--- config.mk ---
export PLATFORM = sky130hd
export DESIGN_NAME = file_transfer_frame_receiver_unit
export DESIGN_NICKNAME = d
export VERILOG_FILES = /design/src/hdl/ftfr_pkg.sv /design/src/hdl/ftfr_core.sv /design/src/hdl/file_transfer_frame_receiver_unit.sv
export VERILOG_INCLUDE_DIRS = /design/src /design/src/hdl
export SDC_FILE = /design/constraint.sdc
export NUM_CORES = 1
export LEC_CHECK = 0
export BUFFER_PORTS_ARGS = -buffer_cell sky130_fd_sc_hd__buf_2
export CAP_MARGIN = 0
export CORE_UTILIZATION = 45
export DETAILED_ROUTE_END_ITERATION = 7
export GPL_TIMING_DRIVEN = 0
export PLACE_DENSITY = 0.66
export SYNTH_ARGS = -nofsm -noshare
export SYNTH_HDL_FRONTEND = slang
export SYNTH_SLANG_ARGS = --single-unit
--- constraint.sdc ---
create_clock -name clock -period 8.5 [get_ports clock]
set_input_delay 1.7 -clock clock [delete_from_list [all_inputs] [get_ports clock]]
set_output_delay 1.7 -clock clock [all_outputs]
set_load 0.005 [all_outputs]
--- src/hdl/assert_macros.svh ---
// ----------------------------------------------------------------------------
// assert_macros.svh
// Assertion macros shared by the RTL; empty when SYNTHESIS is defined.
// ----------------------------------------------------------------------------
`ifndef ASSERT_MACROS_SVH
`define ASSERT_MACROS_SVH

`ifndef SYNTHESIS
`define ASSERT_ALWAYS(label, clk, rst, prop, msg) \
   label: assert property (@(posedge clk) disable iff (rst) (prop)) else $error(msg);
`define ASSERT_IMPLY(label, clk, rst, ante, cons, msg) \
   label: assert property (@(posedge clk) disable iff (rst) (ante) |-> (cons)) \
      else $error(msg);
`else
`define ASSERT_ALWAYS(label, clk, rst, prop, msg)
`define ASSERT_IMPLY(label, clk, rst, ante, cons, msg)
`endif

`endif

--- src/hdl/ftfr_pkg.sv ---
// ----------------------------------------------------------------------------
// ftfr_pkg
// Types and codes of the file transfer frame receiver.
// ----------------------------------------------------------------------------
`timescale 1ns / 1ps

package ftfr_pkg;

   localparam logic [1:0] EV_PAYLOAD = 2'd0;
   localparam logic [1:0] EV_ACCEPT  = 2'd1;
   localparam logic [1:0] EV_DROP    = 2'd2;

   localparam logic [1:0] RP_NONE    = 2'd0;
   localparam logic [1:0] RP_ACK_SZ  = 2'd1;
   localparam logic [1:0] RP_ACK_END = 2'd2;
   localparam logic [1:0] RP_CANCEL  = 2'd3;

   localparam logic [7:0] TY_SIZE   = 8'h01;
   localparam logic [7:0] TY_DATA   = 8'h02;
   localparam logic [7:0] TY_END    = 8'h03;
   localparam logic [7:0] TY_CANCEL = 8'h04;

   typedef struct packed {
      logic [1:0]  event_kind;
      logic [7:0]  frame_type;
      logic [7:0]  payload_byte;
      logic [15:0] payload_index;
      logic [15:0] frame_length;
      logic [31:0] file_size_out;
      logic [31:0] received_count;
      logic        transfer_done;
      logic [1:0]  reply_code;
   } rsp_item_type;

endpackage

--- src/hdl/ftfr_core.sv ---
// ----------------------------------------------------------------------------
// ftfr_core
// Frame parser and session state; one byte per step, zero or one result.
// ----------------------------------------------------------------------------
`timescale 1ns / 1ps

module ftfr_core
   import ftfr_pkg::*;
(
   input  logic         clock,
   input  logic         reset,
   input  logic         step,
   input  logic [7:0]   in_byte,
   output logic         has_rsp,
   output rsp_item_type rsp
);

   localparam logic [3:0] PH_HUNT  = 4'd0;
   localparam logic [3:0] PH_SYNC1 = 4'd1;
   localparam logic [3:0] PH_SYNC2 = 4'd2;
   localparam logic [3:0] PH_SYNC3 = 4'd3;
   localparam logic [3:0] PH_LENH  = 4'd4;
   localparam logic [3:0] PH_LENL  = 4'd5;
   localparam logic [3:0] PH_TYPE  = 4'd6;
   localparam logic [3:0] PH_DATA  = 4'd7;
   localparam logic [3:0] PH_TAIL1 = 4'd8;
   localparam logic [3:0] PH_TAIL2 = 4'd9;

   localparam logic [7:0] SYNC_B0 = 8'h0F;
   localparam logic [7:0] SYNC_B1 = 8'hF0;
   localparam logic [7:0] SYNC_B2 = 8'h00;
   localparam logic [7:0] SYNC_B3 = 8'hFF;
   localparam logic [7:0] TAIL_B0 = 8'h0D;
   localparam logic [7:0] TAIL_B1 = 8'h0A;

   logic [3:0]  phase_ff,    phase_in;
   logic [15:0] length_ff,   length_in;
   logic [7:0]  type_ff,     type_in;
   logic [15:0] count_ff,    count_in;
   logic        tail_ok_ff,  tail_ok_in;
   logic [31:0] shift_ff,    shift_in;
   logic [31:0] size_ff,     size_in;
   logic [31:0] total_ff,    total_in;
   logic        session_ff,  session_in;

   logic [3:0]  sync_fail;
   logic [32:0] sum;
   logic [31:0] sat_sum;

   assign sync_fail = (in_byte == SYNC_B0) ? PH_SYNC1 : PH_HUNT;
   assign sum       = {1'b0, total_ff} + {17'd0, length_ff};
   assign sat_sum   = sum[32] ? 32'hFFFF_FFFF : sum[31:0];

   always_comb begin
      phase_in   = phase_ff;
      length_in  = length_ff;
      type_in    = type_ff;
      count_in   = count_ff;
      tail_ok_in = tail_ok_ff;
      shift_in   = shift_ff;
      size_in    = size_ff;
      total_in   = total_ff;
      session_in = session_ff;
      has_rsp    = 1'b0;
      rsp.event_kind    = EV_PAYLOAD;
      rsp.payload_byte  = 8'd0;
      rsp.payload_index = 16'd0;
      rsp.transfer_done = 1'b0;
      rsp.reply_code    = RP_NONE;
      case (phase_ff)
         PH_SYNC1: phase_in = (in_byte == SYNC_B1) ? PH_SYNC2 : sync_fail;
         PH_SYNC2: phase_in = (in_byte == SYNC_B2) ? PH_SYNC3 : sync_fail;
         PH_SYNC3: phase_in = (in_byte == SYNC_B3) ? PH_LENH : sync_fail;
         PH_LENH: begin
            length_in = {in_byte, 8'd0};
            phase_in  = PH_LENL;
         end
         PH_LENL: begin
            length_in = {length_ff[15:8], in_byte};
            phase_in  = PH_TYPE;
         end
         PH_TYPE: begin
            type_in  = in_byte;
            count_in = 16'd0;
            shift_in = 32'd0;
            phase_in = (length_ff == 16'd0) ? PH_TAIL1 : PH_DATA;
         end
         PH_DATA: begin
            if (count_ff[15:2] == 14'd0) begin
               case (count_ff[1:0])
                  2'd0:    shift_in[31:24] = shift_ff[31:24] | in_byte;
                  2'd1:    shift_in[23:16] = shift_ff[23:16] | in_byte;
                  2'd2:    shift_in[15:8]  = shift_ff[15:8]  | in_byte;
                  default: shift_in[7:0]   = shift_ff[7:0]   | in_byte;
               endcase
            end
            count_in = count_ff + 16'd1;
            if (count_in == length_ff) begin
               phase_in = PH_TAIL1;
            end
            has_rsp           = 1'b1;
            rsp.event_kind    = EV_PAYLOAD;
            rsp.payload_byte  = in_byte;
            rsp.payload_index = count_ff;
         end
         PH_TAIL1: begin
            tail_ok_in = (in_byte == TAIL_B0);
            phase_in   = PH_TAIL2;
         end
         PH_TAIL2: begin
            phase_in = PH_HUNT;
            has_rsp  = 1'b1;
            if (!(tail_ok_ff && in_byte == TAIL_B1)) begin
               rsp.event_kind = EV_DROP;
            end else begin
               rsp.event_kind = EV_ACCEPT;
               case (type_ff)
                  TY_SIZE: begin
                     size_in        = shift_ff;
                     total_in       = 32'd0;
                     session_in     = 1'b1;
                     rsp.reply_code = RP_ACK_SZ;
                  end
                  TY_DATA: begin
                     if (!session_ff) begin
                        rsp.reply_code = RP_CANCEL;
                     end else begin
                        total_in = sat_sum;
                        if (sat_sum >= size_ff) begin
                           rsp.transfer_done = 1'b1;
                           session_in        = 1'b0;
                        end
                     end
                  end
                  TY_END: begin
                     total_in       = size_ff;
                     session_in     = 1'b0;
                     rsp.reply_code = RP_ACK_END;
                  end
                  TY_CANCEL: session_in = 1'b0;
                  default: ;
               endcase
            end
         end
         default: phase_in = (in_byte == SYNC_B0) ? PH_SYNC1 : PH_HUNT;
      endcase
      rsp.frame_type     = type_ff;
      rsp.frame_length   = length_ff;
      rsp.file_size_out  = size_in;
      rsp.received_count = total_in;
   end

   always_ff @(posedge clock) begin
      if (reset) begin
         phase_ff   <= PH_HUNT;
         length_ff  <= 16'd0;
         type_ff    <= 8'd0;
         count_ff   <= 16'd0;
         tail_ok_ff <= 1'b0;
         shift_ff   <= 32'd0;
         size_ff    <= 32'd0;
         total_ff   <= 32'd0;
         session_ff <= 1'b0;
      end else if (step) begin
         phase_ff   <= phase_in;
         length_ff  <= length_in;
         type_ff    <= type_in;
         count_ff   <= count_in;
         tail_ok_ff <= tail_ok_in;
         shift_ff   <= shift_in;
         size_ff    <= size_in;
         total_ff   <= total_in;
         session_ff <= session_in;
      end
   end

endmodule

--- src/hdl/file_transfer_frame_receiver_unit.sv ---
// ----------------------------------------------------------------------------
// file_transfer_frame_receiver_unit
// Receives a link byte stream, hunts for the sync word 0F F0 00 FF, reads a
// big-endian 16-bit length and a type byte, emits each payload byte with its
// index, checks the 0D 0A tail and commits good frames by type (size, data,
// end, cancel), tracking file size, received count and session. One byte is
// taken per clock while no held result is stalled: a byte is registered at
// the input, parsed by the core and its result, if any, lands in the output
// register, so the sustained rate is one item per cycle; the input stalls
// only while a held result is itself stalled.
// ----------------------------------------------------------------------------
`timescale 1ns / 1ps
`include "assert_macros.svh"

module file_transfer_frame_receiver_unit
   import ftfr_pkg::*;
(
   input  logic        clock,
   input  logic        reset,
   input  logic        req_valid,
   output logic        req_stall,
   input  logic [7:0]  req_in_byte,
   output logic        rsp_valid,
   input  logic        rsp_stall,
   output logic [1:0]  rsp_event_kind,
   output logic [7:0]  rsp_frame_type,
   output logic [7:0]  rsp_payload_byte,
   output logic [15:0] rsp_payload_index,
   output logic [15:0] rsp_frame_length,
   output logic [31:0] rsp_file_size_out,
   output logic [31:0] rsp_received_count,
   output logic        rsp_transfer_done,
   output logic [1:0]  rsp_reply_code
);

   logic         in_valid_ff, in_valid_in;
   logic [7:0]   in_byte_ff;
   logic         out_valid_ff, out_valid_in;
   rsp_item_type out_ff;
   logic         advance;
   logic         has_rsp;
   rsp_item_type rsp;

   assign advance     = in_valid_ff && !(out_valid_ff && rsp_stall);
   assign req_stall   = in_valid_ff && !advance;
   assign in_valid_in = (req_valid && !req_stall) || (in_valid_ff && !advance);
   assign out_valid_in = (advance && has_rsp) || (out_valid_ff && rsp_stall);

   ftfr_core u_core (
      .clock   (clock),
      .reset   (reset),
      .step    (advance),
      .in_byte (in_byte_ff),
      .has_rsp (has_rsp),
      .rsp     (rsp)
   );

   always_ff @(posedge clock) begin
      if (reset) begin
         in_valid_ff  <= 1'b0;
         out_valid_ff <= 1'b0;
      end else begin
         in_valid_ff  <= in_valid_in;
         out_valid_ff <= out_valid_in;
      end
   end

   always_ff @(posedge clock) begin
      if (req_valid && !req_stall) begin
         in_byte_ff <= req_in_byte;
      end
      if (advance && has_rsp) begin
         out_ff <= rsp;
      end
   end

   assign rsp_valid          = out_valid_ff;
   assign rsp_event_kind     = out_ff.event_kind;
   assign rsp_frame_type     = out_ff.frame_type;
   assign rsp_payload_byte   = out_ff.payload_byte;
   assign rsp_payload_index  = out_ff.payload_index;
   assign rsp_frame_length   = out_ff.frame_length;
   assign rsp_file_size_out  = out_ff.file_size_out;
   assign rsp_received_count = out_ff.received_count;
   assign rsp_transfer_done  = out_ff.transfer_done;
   assign rsp_reply_code     = out_ff.reply_code;

   `ASSERT_IMPLY(a_stall_cause, clock, reset, req_stall, rsp_valid && rsp_stall, "input stalled without a blocked result")
   `ASSERT_IMPLY(a_non_payload_zero, clock, reset, rsp_valid && rsp_event_kind != EV_PAYLOAD, rsp_payload_byte == 8'd0 && rsp_payload_index == 16'd0, "payload fields set on a frame event")
   `ASSERT_IMPLY(a_done_count, clock, reset, rsp_valid && rsp_transfer_done, rsp_event_kind == EV_ACCEPT && rsp_received_count >= rsp_file_size_out, "transfer done without a full count")
   `ASSERT_IMPLY(a_reply_accept, clock, reset, rsp_valid && rsp_reply_code != RP_NONE, rsp_event_kind == EV_ACCEPT && !rsp_transfer_done, "reply on a frame that was not accepted")

endmodule

==> impl_metrics.env <==
export IMPL_run_status="finished, final reports clean"
export IMPL_cts_resized=0
export IMPL_max_cap_violations=0
export IMPL_async_flop_share=0
export IMPL_clockBufferDepth=3
export IMPL_yosysSeqAreaShare=0.4828
export IMPL_postCtsSetupRepairBufs=0
export IMPL_cts_root_buffer="clkbuf_16"
export IMPL_die_h_um=176.8
export IMPL_path_max_fanout=10
export IMPL_netlist_cell_type_count=89
export IMPL_area_growth_pct=15.70
export IMPL_cts_hold_buffers=0
export IMPL_antenna_left=0
export IMPL_core_area_um2=29870
export IMPL_first_iter_violations=1458
export IMPL_grt_max_degree=32
export IMPL_vias=12620
export IMPL_timing_final_crit_share=0.6595
export IMPL_layout_commonest_cell="nand2_1"
export IMPL_top_usage_layer="met1"
export IMPL_synthTopCellsByArea="edfxtp_1, dfxtp_1, nand2_1, a21oi_1, ha_1"
export IMPL_relSlewSlack=0.1075
export IMPL_cts_buffers_inserted=29
export IMPL_synth_nets=1604
export IMPL_clkSinkCount=269
export IMPL_stdcell_area_um2=15900
export IMPL_setup_viol=0
export IMPL_diodes=0
export IMPL_syn_instance_count=1539
export IMPL_grt_pass1_vias=11520
export IMPL_layout_common_cells="nand2_1, a21oi_1, dfxtp_1"
export IMPL_crit_type="register to register"
export IMPL_wl_per_cell_um=21.59
export IMPL_avgViaCountPerCell=5.969
export IMPL_max_freq_mhz=178.4
export IMPL_antenna_found_initial=0
export IMPL_required_ns=8.78
export IMPL_grt_overflow=0
export IMPL_syn_avg_cell_area_um2=8.931
export IMPL_drv_slew=0
export IMPL_rsz0062_at_grt="no"
export IMPL_floorplan_initialDensity=0.4601
export IMPL_fin_crit_ns=5.606
export IMPL_routed_wl_um=45660
export IMPL_gp_congestion=0.9697
export IMPL_synth_warnings=0
export IMPL_clk_pin_slew_worst_paths_ns=0.06
export IMPL_peakVddDrop_uv=134.1
export IMPL_worstSkewPairLatency_ns=0.56
export IMPL_hold_viol_final=0
export IMPL_cts_tree="yes"
export IMPL_synth_edff_count=125
export IMPL_hpwl_um=34130
export IMPL_synth_cell_area_um2=13740
export IMPL_grt_first_pass_wirelength_um=69040
export IMPL_drive_gt1_frac=0.1339
export IMPL_grt_total_usage=0.2919
export IMPL_p_per_area_nw_per_um2=170.7
export IMPL_portBuffers=129
export IMPL_synth_ff_type="dfxtp_1"
export IMPL_ios=131
export IMPL_ys_seq_elements=269
export IMPL_p_leak_nw=5.988
export IMPL_hp_class="register to register"
export IMPL_yosysTopAreaCell="edfxtp_1"
export IMPL_fin_skew_ns=0.03068
export IMPL_critPathCaptureType="register"
export IMPL_die_width_um=176.8
export IMPL_use_met3=0.04081
export IMPL_fp_row_count=63
export IMPL_start_kind="register"
export IMPL_placed_cell_area_um2=14980
export IMPL_cp_arrival_ns=5.89
export IMPL_n_fill_cell=2811
export IMPL_synth_top_cell_area_share=0.2731
export IMPL_global_route_usage_met2=0.4299
export IMPL_drt_first_pass_iters=6
export IMPL_tightest_slew_ns=1.320
export IMPL_dieArea_um2=31250
export IMPL_nNetsFinal=1768
export IMPL_remaining_drc_errors=0
export IMPL_use_met1=0.4364
export IMPL_htreeDepth=1
export IMPL_tns_ns=0
-- Yosys cell counts (all sizes together), types with 5 or more instances --
master and n:
dfxtp 144, a211o 6, or2 6, a21oi 171, and2 10, nor3 26, o21a 14, nand4 22
nand3 38, nor2b 9, xnor2 22, a211oi 13, nor4 22, o21ai 118, xor2 10, or3 6
and3 34, o31ai 7, ha 52, a21o 24, nand2 248, edfxtp 125, nand4b 5, nor2 142
nand2b 8, a22oi 11, buf 19, inv 54, a311oi 8, or4 6, clkbuf 72, mux2i 7
a31oi 19
-- worst paths after layout --
check                           start           endpoint  slack, ns  depth (start not counted)
hold reg to reg     u_core.type_ff[2]  rsp_frame_type[2]       0.43                          0
setup reg to reg  u_core.length_ff[0]  rsp_transfer_done       2.89                         16
hold / removal      u_core.type_ff[2]  rsp_frame_type[2]       0.43                          0
setup / recovery  u_core.length_ff[0]  rsp_transfer_done       2.89                         16
-- per-stage QoR --
stage / util / instances / total power, W / hold slack (ns) / setup slack (ns)
floorplan: - / 1539 / 0.001463 / 0.4064 / 2.637
global placement: 0.4981 / 2058 / 0.001510 / 0.4120 / 0.8386
detailed placement: 0.5016 / 2062 / 0.001512 / 0.4133 / 3.062
CTS: 0.5323 / 2115 / 0.002722 / 0.4278 / 3.012
global route: 0.5323 / 2115 / 0.002787 / 0.4507 / 2.781
finish: 0.5323 / 2115 / 0.002715 / 0.4299 / 2.894
-- cell type report --
type	count	area (µm²)	area share
Sequential cell	269	6636	0.4173
Multi-Input combinational cell	1125	6536	0.4110
Inverter	54	202.7	0.01275
Buffer	91	380.4	0.02392
Clock inverter	16	141.4	0.008891
Clock buffer	37	777.0	0.04886
Tap cell	390	488.0	0.03068
Timing Repair Buffer	133	740.7	0.04658
-- worst max-delay path, stage by stage (launching register included) --
cell	delay (ns)
dfxtp_1	0.39
ha_1	0.26
fa_1	0.45
a211oi_1	0.39
o21ai_2	0.20
o21ai_2	0.41
a211o_1	0.36
clkbuf_1	0.58
nand2b_1	0.14
ha_1	0.29
a21o_1	0.15
a21oi_1	0.13
o21ai_0	0.13
a2111oi_0	0.76
o31ai_1	0.19
a21oi_1	0.39
nor3_1	0.10
-- power breakdown --
group | internal [W] | total [W] | leakage [nW] | switching, W
Clock | 0.000706 | 0.00123 | 0.437 | 0.000520
Sequential | 0.00135 | 0.00136 | 2.31 | 0.00000866
Combinational | 0.0000340 | 0.000126 | 3.24 | 0.0000922
Total | 0.00209 | 0.00272 | 5.99 | 0.000621
-- sequential cells by signal, summed over array words and instances, names as in the netlist, 2 cells and up --
name and flops:
in_byte_ff 8, rsp_event_kind 2, rsp_file_size_out 32, rsp_frame_length 16, rsp_frame_type 8, rsp_payload_byte 8, rsp_payload_index 16, rsp_received_count 32
rsp_reply_code 2, u_core.count_ff 16, u_core.length_ff 16, u_core.phase_ff 4, u_core.shift_ff 32, u_core.size_ff 32, u_core.total_ff 32, u_core.type_ff 8
-- kinds of logic after synthesis --
group / share of synthesized area
AND/OR/NAND/NOR: 0.2061
XOR/XNOR: 0.02039
multiplexers: 0.007556
flip-flops: 0.4828
adder cells (fa/ha/maj): 0.04879
AO/OA/AOI/OAI: 0.1919
buffers and inverters: 0.04242
-- metal layers --
layer | vias to the layer above | share of wire | wire (µm)
met2 | 650 | 0.42 | 19170
li1 | 5870 | - | -
met1 | 6000 | 0.45 | 20570
met4 | 0 | 0.033 | 1510
met5 | - | 0 | 0
met3 | 104 | 0.097 | 4414
(Power assumes the default switching activity.)
